## src/sv/rbd_pkg.sv

```systemverilog
// rbd_pkg: shared types and constants of the retry backoff decision block
// no dependencies; used by retry_backoff_decision_core and rbd_checker
package rbd_pkg;

	// field widths
	localparam int unsigned CAT_W     = 4;
	localparam int unsigned ATT_W     = 8;
	localparam int unsigned MS_W      = 32;
	localparam int unsigned MULT_W    = 16;
	localparam int unsigned NEXT_W    = 9;
	localparam int unsigned FRAC_W    = 8;
	localparam int unsigned IN_DATA_W  = 16;
	localparam int unsigned OUT_DATA_W = 48;
	localparam int unsigned CFG_IDX_W  = 2;

	// fixed-point widths: accumulator below the ceiling, product, shifted product
	localparam int unsigned ACC_W  = MS_W + FRAC_W;
	localparam int unsigned PROD_W = ACC_W + MULT_W;
	localparam int unsigned NEXT_ACC_W = PROD_W - FRAC_W;

	// multiplier value 1.0 in unsigned Q8.8
	localparam logic [MULT_W-1:0] Q_ONE = 16'd256;

	// highest permanent error category
	localparam logic [CAT_W-1:0] CAT_PERMANENT_MAX = 4'd5;

	// configuration register indexes
	localparam logic [CFG_IDX_W-1:0] REG_MAX_ATTEMPTS = 2'd0;
	localparam logic [CFG_IDX_W-1:0] REG_INITIAL_MS   = 2'd1;
	localparam logic [CFG_IDX_W-1:0] REG_MULTIPLIER   = 2'd2;
	localparam logic [CFG_IDX_W-1:0] REG_MAX_MS       = 2'd3;

	// register reset values
	localparam logic [ATT_W-1:0]  RST_MAX_ATTEMPTS = 8'd3;
	localparam logic [MS_W-1:0]   RST_INITIAL_MS   = 32'd1000;
	localparam logic [MULT_W-1:0] RST_MULTIPLIER   = 16'd512;
	localparam logic [MS_W-1:0]   RST_MAX_MS       = 32'd60000;

	// decision outcome codes
	typedef enum logic [1:0] {
		OUTCOME_RETRY         = 2'd0,
		OUTCOME_NOT_RETRYABLE = 2'd1,
		OUTCOME_LIMIT         = 2'd2
	} outcome_t;

endpackage

```

## src/sv/retry_backoff_decision_core.sv

```systemverilog
// retry_backoff_decision_core: capped exponential backoff decision per failure report
// depends on rbd_pkg; one shared 40x16 multiplier stepped by a small sequencer
//
// usage
//  - s_* channel takes one failure report per beat; m_* channel returns one
//    decision beat per report; cfg_* channel writes the four control registers
//    (always ready, write only while no report is in flight)
//  - a report is taken only while the sequencer is idle; permanent, non-recoverable
//    and limit-reached reports skip the multiply steps and go straight to done
//  - a granted retry with exponent e = max(0, attempts-1) runs k <= e multiply
//    steps, stopping early once the delay reaches the ceiling; each step is
//    multiply, shift-and-register, compare on the one shared multiplier
//  - the result sits in an output register; the next report is taken while it
//    waits, and a finished decision waits in the sequencer until that register
//    frees up, so a stalled receiver stops the block without losing a beat
//  - reset clears the sequencer and output valid and loads the register defaults
//    (limit 3, initial 1000 ms, multiplier 2.0, ceiling 60000 ms)
module retry_backoff_decision_core
	import rbd_pkg::*;
(
	input  logic                  clk,
	input  logic                  arst_n,
	// report beat: [3:0] error_category, [4] recoverable, [12:5] attempts_so_far
	input  logic                  s_tvalid,
	output logic                  s_tready,
	input  logic [IN_DATA_W-1:0]  s_tdata,
	// decision beat: [0] should_retry, [32:1] delay_ms, [34:33] outcome,
	// [43:35] next_attempt
	output logic                  m_tvalid,
	input  logic                  m_tready,
	output logic [OUT_DATA_W-1:0] m_tdata,
	// register write channel
	input  logic                  cfg_valid,
	output logic                  cfg_ready,
	input  logic [CFG_IDX_W-1:0]  cfg_index,
	input  logic [MS_W-1:0]       cfg_data
);

	typedef enum logic [2:0] {
		ST_IDLE,
		ST_CHECK,
		ST_MUL,
		ST_UPDATE,
		ST_DONE
	} state_t;

	state_t              state_q;
	logic [ATT_W-1:0]    max_attempts_q;
	logic [MS_W-1:0]     initial_ms_q;
	logic [MULT_W-1:0]   multiplier_q;
	logic [MS_W-1:0]     max_ms_q;

	logic [NEXT_ACC_W-1:0] acc_q;
	logic [PROD_W-1:0]     prod_q;
	logic [ATT_W-1:0]      exp_cnt_q;
	logic                  retry_q;
	outcome_t              outcome_q;
	logic [NEXT_W-1:0]     next_q;

	logic                  out_valid_q;
	logic [OUT_DATA_W-1:0] out_data_q;

	// report fields
	logic [CAT_W-1:0] in_cat;
	logic             in_recov;
	logic [ATT_W-1:0] in_att;
	logic             in_accept;
	logic             permanent;
	logic             limit_hit;

	// arithmetic
	logic [MULT_W-1:0]     mult_eff;
	logic [NEXT_ACC_W-1:0] ceil_q8;
	logic                  at_ceiling;
	logic [MS_W-1:0]       delay_final;

	assign in_cat   = s_tdata[CAT_W-1:0];
	assign in_recov = s_tdata[CAT_W];
	assign in_att   = s_tdata[CAT_W+ATT_W:CAT_W+1];

	assign s_tready  = (state_q == ST_IDLE);
	assign in_accept = s_tvalid && s_tready;
	assign cfg_ready = 1'b1;

	assign permanent = (in_cat <= CAT_PERMANENT_MAX) || !in_recov;
	assign limit_hit = (in_att >= max_attempts_q);

	// multiplier below 1.0 counts as 1.0
	assign mult_eff   = (multiplier_q < Q_ONE) ? Q_ONE : multiplier_q;
	assign ceil_q8    = {{(NEXT_ACC_W-ACC_W){1'b0}}, max_ms_q, {FRAC_W{1'b0}}};
	assign at_ceiling = (acc_q >= ceil_q8);
	assign delay_final = at_ceiling ? max_ms_q : acc_q[ACC_W-1:FRAC_W];

	assign m_tvalid = out_valid_q;
	assign m_tdata  = out_data_q;

	// control registers
	always_ff @(posedge clk or negedge arst_n) begin
		if (!arst_n) begin
			max_attempts_q <= RST_MAX_ATTEMPTS;
			initial_ms_q   <= RST_INITIAL_MS;
			multiplier_q   <= RST_MULTIPLIER;
			max_ms_q       <= RST_MAX_MS;
		end else if (cfg_valid && cfg_ready) begin
			case (cfg_index)
				REG_MAX_ATTEMPTS: max_attempts_q <= cfg_data[ATT_W-1:0];
				REG_INITIAL_MS:   initial_ms_q   <= cfg_data;
				REG_MULTIPLIER:   multiplier_q   <= cfg_data[MULT_W-1:0];
				REG_MAX_MS:       max_ms_q       <= cfg_data;
				default:          ;
			endcase
		end
	end

	// sequencer with registered decision outputs
	always_ff @(posedge clk or negedge arst_n) begin
		if (!arst_n) begin
			state_q     <= ST_IDLE;
			out_valid_q <= 1'b0;
			out_data_q  <= '0;
			acc_q       <= '0;
			prod_q      <= '0;
			exp_cnt_q   <= '0;
			retry_q     <= 1'b0;
			outcome_q   <= OUTCOME_RETRY;
			next_q      <= '0;
		end else begin
			// output register drains on a taken beat unless a new decision refills it
			if (out_valid_q && m_tready && state_q != ST_DONE) begin
				out_valid_q <= 1'b0;
			end
			case (state_q)
				ST_IDLE: begin
					if (in_accept) begin
						acc_q     <= {{(NEXT_ACC_W-ACC_W){1'b0}}, initial_ms_q, {FRAC_W{1'b0}}};
						exp_cnt_q <= (in_att == '0) ? '0 : in_att - 1'b1;
						next_q    <= {1'b0, in_att} + 1'b1;
						if (permanent) begin
							retry_q   <= 1'b0;
							outcome_q <= OUTCOME_NOT_RETRYABLE;
							state_q   <= ST_DONE;
						end else if (limit_hit) begin
							retry_q   <= 1'b0;
							outcome_q <= OUTCOME_LIMIT;
							state_q   <= ST_DONE;
						end else begin
							retry_q   <= 1'b1;
							outcome_q <= OUTCOME_RETRY;
							state_q   <= ST_CHECK;
						end
					end
				end
				// stop at the ceiling or when the exponent is used up
				ST_CHECK: begin
					if (at_ceiling || exp_cnt_q == '0) begin
						state_q <= ST_DONE;
					end else begin
						state_q <= ST_MUL;
					end
				end
				// shared multiplier: accumulator is below the ceiling here
				ST_MUL: begin
					prod_q  <= acc_q[ACC_W-1:0] * mult_eff;
					state_q <= ST_UPDATE;
				end
				// drop 8 fraction bits, count the step
				ST_UPDATE: begin
					acc_q     <= prod_q[PROD_W-1:FRAC_W];
					exp_cnt_q <= exp_cnt_q - 1'b1;
					state_q   <= ST_CHECK;
				end
				// hand over once the output register is free
				ST_DONE: begin
					if (!out_valid_q || m_tready) begin
						out_valid_q <= 1'b1;
						if (retry_q) begin
							out_data_q <= {{(OUT_DATA_W-NEXT_W-2-MS_W-1){1'b0}},
								next_q, outcome_q, delay_final, 1'b1};
						end else begin
							out_data_q <= {{(OUT_DATA_W-NEXT_W-2-MS_W-1){1'b0}},
								{NEXT_W{1'b0}}, outcome_q, {MS_W{1'b0}}, 1'b0};
						end
						state_q <= ST_IDLE;
					end
				end
				default: begin
					state_q <= ST_IDLE;
				end
			endcase
		end
	end

endmodule

```

## config.mk

```make
export PLATFORM = sky130hd
export DESIGN_NAME = retry_backoff_decision_core
export DESIGN_NICKNAME = d
export VERILOG_FILES = /design/src/sv/rbd_pkg.sv /design/src/sv/retry_backoff_decision_core.sv
export SDC_FILE = /design/constraint.sdc
export NUM_CORES = 2
export LEC_CHECK = 0
export ABC_AREA = 1
export BUFFER_PORTS_ARGS = -buffer_cell sky130_fd_sc_hd__buf_2
export CAP_MARGIN = 10
export CORE_ASPECT_RATIO = 0.6
export CORE_MARGIN = 3
export CORE_UTILIZATION = 65
export CTS_BUF_LIST = sky130_fd_sc_hd__clkbuf_2
export DETAILED_ROUTE_END_ITERATION = 8
export PLACE_DENSITY = 0.83
export SYNTH_ARGS = -nofsm -noshare
export SYNTH_HDL_FRONTEND = slang
export SYNTH_SLANG_ARGS = --single-unit
```

## constraint.sdc

```tcl
create_clock -name clk -period 11.1 [get_ports clk]
set_input_delay 1.11 -clock clk [delete_from_list [all_inputs] [get_ports clk]]
set_output_delay 1.11 -clock clk [all_outputs]
set_load 0.01 [all_outputs]
```

== Yosys cells after proc, flatten, opt, wreduce, memory -nomap -nowiden ==
Cells that the tools add are included.

* Add/sub/neg operators: 3
* $mul: 1
* Magnitude comparators: 4
* Equality and inequality tests: 10
* Mux-type cells: 21
* Reduce and logical (&&, ||, !) cells: 21

{| class="wikitable"
|+ Operators by type and width
! operator !! count
|-
| $pmux W48 S2 || 1
|-
| $mul A40 B16 Y56 || 1
|-
| $ge A48 B40 Y1 || 1
|-
| $mux W48 || 1
|-
| $mux W44 || 1
|-
| $mux W32 || 1
|-
| $logic_not A8 Y1 || 2
|-
| $lt A16 B9 Y1 const B || 1
|-
| $mux W16 || 1
|-
| $mux W8 || 2
|-
| $pmux W8 S2 || 1
|-
| $reduce_and A2 Y1 || 8
|-
| $sub A8 B1 Y8 const B || 2
|-
| $mux W3 || 5
|-
| $pmux W3 S5 || 1
|-
| $add A8 B1 Y9 const B || 1
|-
| $ge A8 B8 Y1 || 1
|-
| $eq A3 B2 Y1 const B || 2
|-
| $mux W1 || 5
|-
| $eq A2 B2 Y1 const B || 2
|-
| $le A4 B3 Y1 const B || 1
|-
| $mux W2 || 2
|-
| $eq A3 B1 Y1 const B || 1
|-
| $eq A3 B3 Y1 const B || 1
|-
| 10 further kinds || 15
|}

* Register bits: 264
* Bits of input ports: 55
* Word-level logic and storage cells: 73

== Logic depth before layout (Yosys ltp) ==
* Depth in word-level cells: 5
* Gate-level depth with buffers: 34

== Least setup slack after synthesis ==
No wires, ideal clock.

* Path type: reg-to-reg
* Start: register multiplier_q[9]
* End: register prod_q[55]
* Setup time: 0.118 ns
* Arrival time: 6.251 ns
* Data required time: 10.982 ns
* Slack: 4.731 ns
* Cell stages (with the launch flop): 33
* Clock period less this slack: 6.369 ns
* Path through: dfstp_2 > buf_2 > nor2_1 > nand2_2 > nor2_4 > clkinv_1 > nand2_1 > inv_1 > clkbuf_1 > nand2_1 > fa_1 > inv_1 > fa_1 > inv_1 > fa_1 > inv_1 > fa_1 > fa_1 > inv_1 > fa_1 > inv_1 > ha_1 > a21o_1 > o21bai_1 > a21oi_1 > o21ai_0 > a21oi_1 > nand2_1 > nand2_1 > nand2_1 > or2_1 > nand3_1 > nand2_1

* Longest elaborated chain between the ends: 3

{| class="wikitable"
|+ RTL lines
! what !! RTL line !! source
|-
| start: declaration || retry_backoff_decision_core.sv:50 || <nowiki>logic [MULT_W-1:0] multiplier_q;</nowiki>
|-
| start signal: assignment || retry_backoff_decision_core.sv:108 || <nowiki>REG_MULTIPLIER: multiplier_q <= cfg_data[MULT_W-1:0];</nowiki>
|-
| $lt A16 B9 Y1 || retry_backoff_decision_core.sv:89 || <nowiki>assign mult_eff = (multiplier_q < Q_ONE) ? Q_ONE : multiplier_q;</nowiki>
|-
| $mux W16 (*) || retry_backoff_decision_core.sv:89 ||
|-
| $mul A40 B16 Y56 (*) || retry_backoff_decision_core.sv:163 || <nowiki>prod_q <= acc_q[ACC_W-1:0] * mult_eff;</nowiki>
|-
| end signal: assignment || retry_backoff_decision_core.sv:163 ||
|-
| end: declaration || retry_backoff_decision_core.sv:54 || <nowiki>logic [PROD_W-1:0] prod_q;</nowiki>
|}

Every way passes the cells marked *; elsewhere a longest branch is shown, timed or not.
A chain may end at the register's enable or synchronous reset.

== Final worst setup path ==
* Start: register multiplier_q[13]
* End: register prod_q[46]

The elaborated chain is that of the path after synthesis.

==> results.md <==
Logic synthesis:
- A synthesized cell averages 7.827 sq um.
- By area the synthesized netlist is led by sky130_fd_sc_hd__fa_1 33%, sky130_fd_sc_hd__dfrtp_1 18%, sky130_fd_sc_hd__nand2_1 13%.
- The post-synthesis sequential area ratio is between 10% and 20%.
- The number of warnings issued by yosys is 0.
- After synthesis the netlist holds a flip-flop and latch count of about 250.
- The leading register cell type out of synthesis is sky130_fd_sc_hd__dfrtp_1.
- The biggest area contributor in the post-synthesis netlist is sky130_fd_sc_hd__fa_1.
- The fraction of synthesis flops using an asynchronous set or reset pin is 100.0%.
- The instance count of the mapped netlist is slightly above 4000.
- In this run the cell area of the synthesized design comes to 32260 sq um.
- The portion of synthesized cell area occupied by the leading cell type is approximately 33%.
- The count of distinct cell types in the synthesized netlist is 50.
- The number of enable flip-flop cells after synthesis is 0.

Drt:
- Dividing the detail-routed wire length by the instance count gives 18.84 um.
- In the routed layout, each cell is associated on average with a via count of roughly 5.6.
- The remaining antenna violation count after routing is 0.
- For this run, design rule violations remaining after detail routing come to 0.
- The routed via count is ~27000.
- The routed design has 90.33 mm of wire.
- The number of optimization iterations in the first detailed-route pass is 6.
- After the first detailed-routing iteration, the DRC count stood at 3126.

Setup path:
- The endpoint kind of the worst setup timing path is a flop.
- The critical path arrival is 9.41 ns.
- The highest cell delay on the worst timing path is 0.68 ns.
- The startpoint-to-endpoint class of the critical path is flop to flop.
- The worst setup path is launched from a flop.
- The startpoint of the lowest-slack register-to-register path is multiplier_q[13].
- The worst endpoint required time is roughly 12 ns.
- The critical path contains buffers and inverters numbering 7 combined.
- Grouping stages by cell kind, the critical path spends the most delay in adder cells.
- The top fanout value on the critical path is 42.
- Setup slack on the worst reg-to-reg path comes out at ~2.5 ns.
- Measured in cells, the most critical reg-to-reg path has a length of 27.
- The most numerous cell type found on the critical path is sky130_fd_sc_hd__fa_1.
- The slowest stage of the critical path belongs to the cell sky130_fd_sc_hd__inv_1.
- The capture instance of the worst register-to-register path is prod_q[46].

Timing:
- At the pin with the least slew margin, the transition time is 1.205 ns.
- The final clock period utilization by the worst path is between 70% and 80%.
- The number of slew-limit violations in the final report is 0.
- The final-layout setup total negative slack is 0 ns.
- Setup repair after global routing left no endpoint under its margin.
- The worst-case headroom to the max-slew limit is about a fifth.
- Across all setup checks in the final design, the least slack found is between 2 and 2.5 ns.
- The total setup violations reported at the end of the flow is 0.
- The final worst clock skew is 0.1338 ns.
- The achievable clock frequency is 115.9 MHz.
- The minimum clock period is around 8.6 ns.
- The final count of hold timing violations is 0.

Floorplan:
- In this run the count of I/O pins placed on the die edge is 106.
- The floorplan step defined a core boundary enclosing slightly below 50000 sq um.
- From left edge to right edge, the die measures 293.6 um.
- The die height is about 180 um.
- The floorplan step defined a die boundary enclosing between 50000 and 60000 sq um.
- The initial standard-cell utilization of the core is roughly two thirds.
- The count of standard-cell rows is 62.

Outcome:
- The flow ran to the end, and the final reports show no timing, DRC or antenna violations.

Placed design:
- Routability-driven placement finished with a final weighted congestion of just over 1.
- The number of port buffers is between 90 and 100.
- Before CTS, the worst setup slack after placement is between 2 and 3 ns.
- The wire-length estimate of the detail-placed layout is ~70 mm.

Layout:
- The area growth from synthesis to layout is 4.076%.
- Cells with a size suffix above 1 make up 6.524% of the layout.
- The final net count is between 4000 and 5000.
- In the layout the commonest cells are 1095 x sky130_fd_sc_hd__nand2_1, 956 x sky130_fd_sc_hd__inv_1, 529 x sky130_fd_sc_hd__fa_1, 280 x sky130_fd_sc_hd__nor2_1, 236 x sky130_fd_sc_hd__dfrtp_1.
- The most common library cell in the layout ignoring fill and taps is sky130_fd_sc_hd__nand2_1.
- The repair_antennas step left the layout with diodes totalling 0.

Clocking:
- Post-CTS timing repair inserted 0 buffers for setup.
- The number of CTS-inserted buffers is slightly above 50.
- The number of clock sinks is 252.
- The clock network latency to the later pin of the worst-skew pair is approximately 0.97 ns.
- The maximum clock insertion buffer count is 3.
- The tree is rooted in a sky130_fd_sc_hd__clkbuf_2.
- Clock-pin slew was measured on the worst setup and hold paths at between 0.15 and 0.2 ns.
- The deepest level of the CTS H-tree is 2.
- For this design, the CTS-stage hold fixing added 0 buffers.
- Gates resized during post-CTS repair numbered 0.
- TritonCTS built the clock tree.

Global routing:
- The number of antenna violations at the first check in global routing is 1.
- The first global-routing pass estimated roughly 150 mm of wire.
- The remaining global-route overflow is 0.
- The pin count of the biggest net entering global routing is 128.
- Global routing used 36.24% of the available tracks.
- The via count of the first global-routing pass was 27145.

Worst hold path:
- The worst hold-check path type is input pin to asynchronous set/reset pin.

Flow run:
- The count of maximum capacitance violations is 0.
[through the flow]
| stage | hold WS [ns] | cells | utilization, % | instance area (sq um) |
|---|---|---|---|---|
| 2_1_floorplan | 0.4493 | 4125 | - | 32270 |
| 3_3_place_gp | 0.4572 | 4696 | 68.25 | 33040 |
| 3_5_place_dp | 0.4667 | 4696 | 68.25 | 33040 |
| 4_1_cts | 0.2275 | 4791 | 69.28 | 33530 |
| 5_1_grt | 0.1753 | 4794 | 69.37 | 33580 |
| 6_report | 0.1538 | 4794 | 69.37 | 33580 |
[final cells by class]
class	instances	area, sq um
clock buffers	78	390.4
inverters	963	3615
clock inverters	17	105.1
well taps	640	800.8
repair buffers	131	785.8
fillers	3981	14830
flip-flops and latches	252	6326
multi-input cells	2713	21550
[cells by family (layout without fill, tap and decap cells)]
| group | count (synthesis) | in the layout | synth area share (%) |
|---|---|---|---|
| AND/OR/NAND/NOR | 1518 | 1518 | 18.54 |
| buffers and inverters | 1160 | 1189 | 13.69 |
| adder cells (fa/ha/maj) | 698 | 698 | 39.38 |
| AO/OA/AOI/OAI | 458 | 458 | 7.830 |
| flip-flops | 252 | 252 | 19.61 |
| XOR/XNOR | 34 | 34 | 0.9230 |
| other | 2 | 5 | 0.02328 |
[cells in the mapped netlist (all sizes together), types with 16 or more instances]
library cell and count:
fa 529, dfstp 16, a21oi 116, nand2 1111
a31oi 35, nor2 285, buf 36, dfrtp 236
ha 169, xnor2 22, nand3 65, o21ai 244
clkbuf 161, inv 961, nor3 23
[metal layers]
layer | vias to the layer above | GRT usage, % | wire, um | part of all wire (%)
met2 | 1674 | 51.45 | 36400 | 40
met5 | - | 0 | 15 | 0.017
met4 | 2 | 7.703 | 1965 | 2.2
met3 | 142 | 12.28 | 13380 | 15
met1 | 13093 | 54.23 | 38560 | 43
li1 | 12129 | - | - | -
[how the worst max path moves through the flow]
stage	depth (start not counted)	slack (ns)	startpoint	end
floorplan	32	4.73	multiplier_q[9]	prod_q[55]
global placement	28	2.99	multiplier_q[15]	prod_q[39]
detailed placement	27	2.83	multiplier_q[10]	prod_q[46]
CTS	27	2.71	multiplier_q[13]	prod_q[46]
global route	27	2.14	multiplier_q[13]	prod_q[46]
finish	27	2.47	multiplier_q[13]	prod_q[46]
[registers in the layout, summed over array words and instances, names as in the netlist, 3 cells and up]
name and count:
next_q 9, multiplier_q 16, exp_cnt_q 8, acc_q 48
max_ms_q 32, state_q 3, max_attempts_q 8, initial_ms_q 32
m_tdata 44, prod_q 48
Power is left out: the tool's default activity adds up to more than one toggle a clock period on the data nets, which glitch-free logic cannot reach.
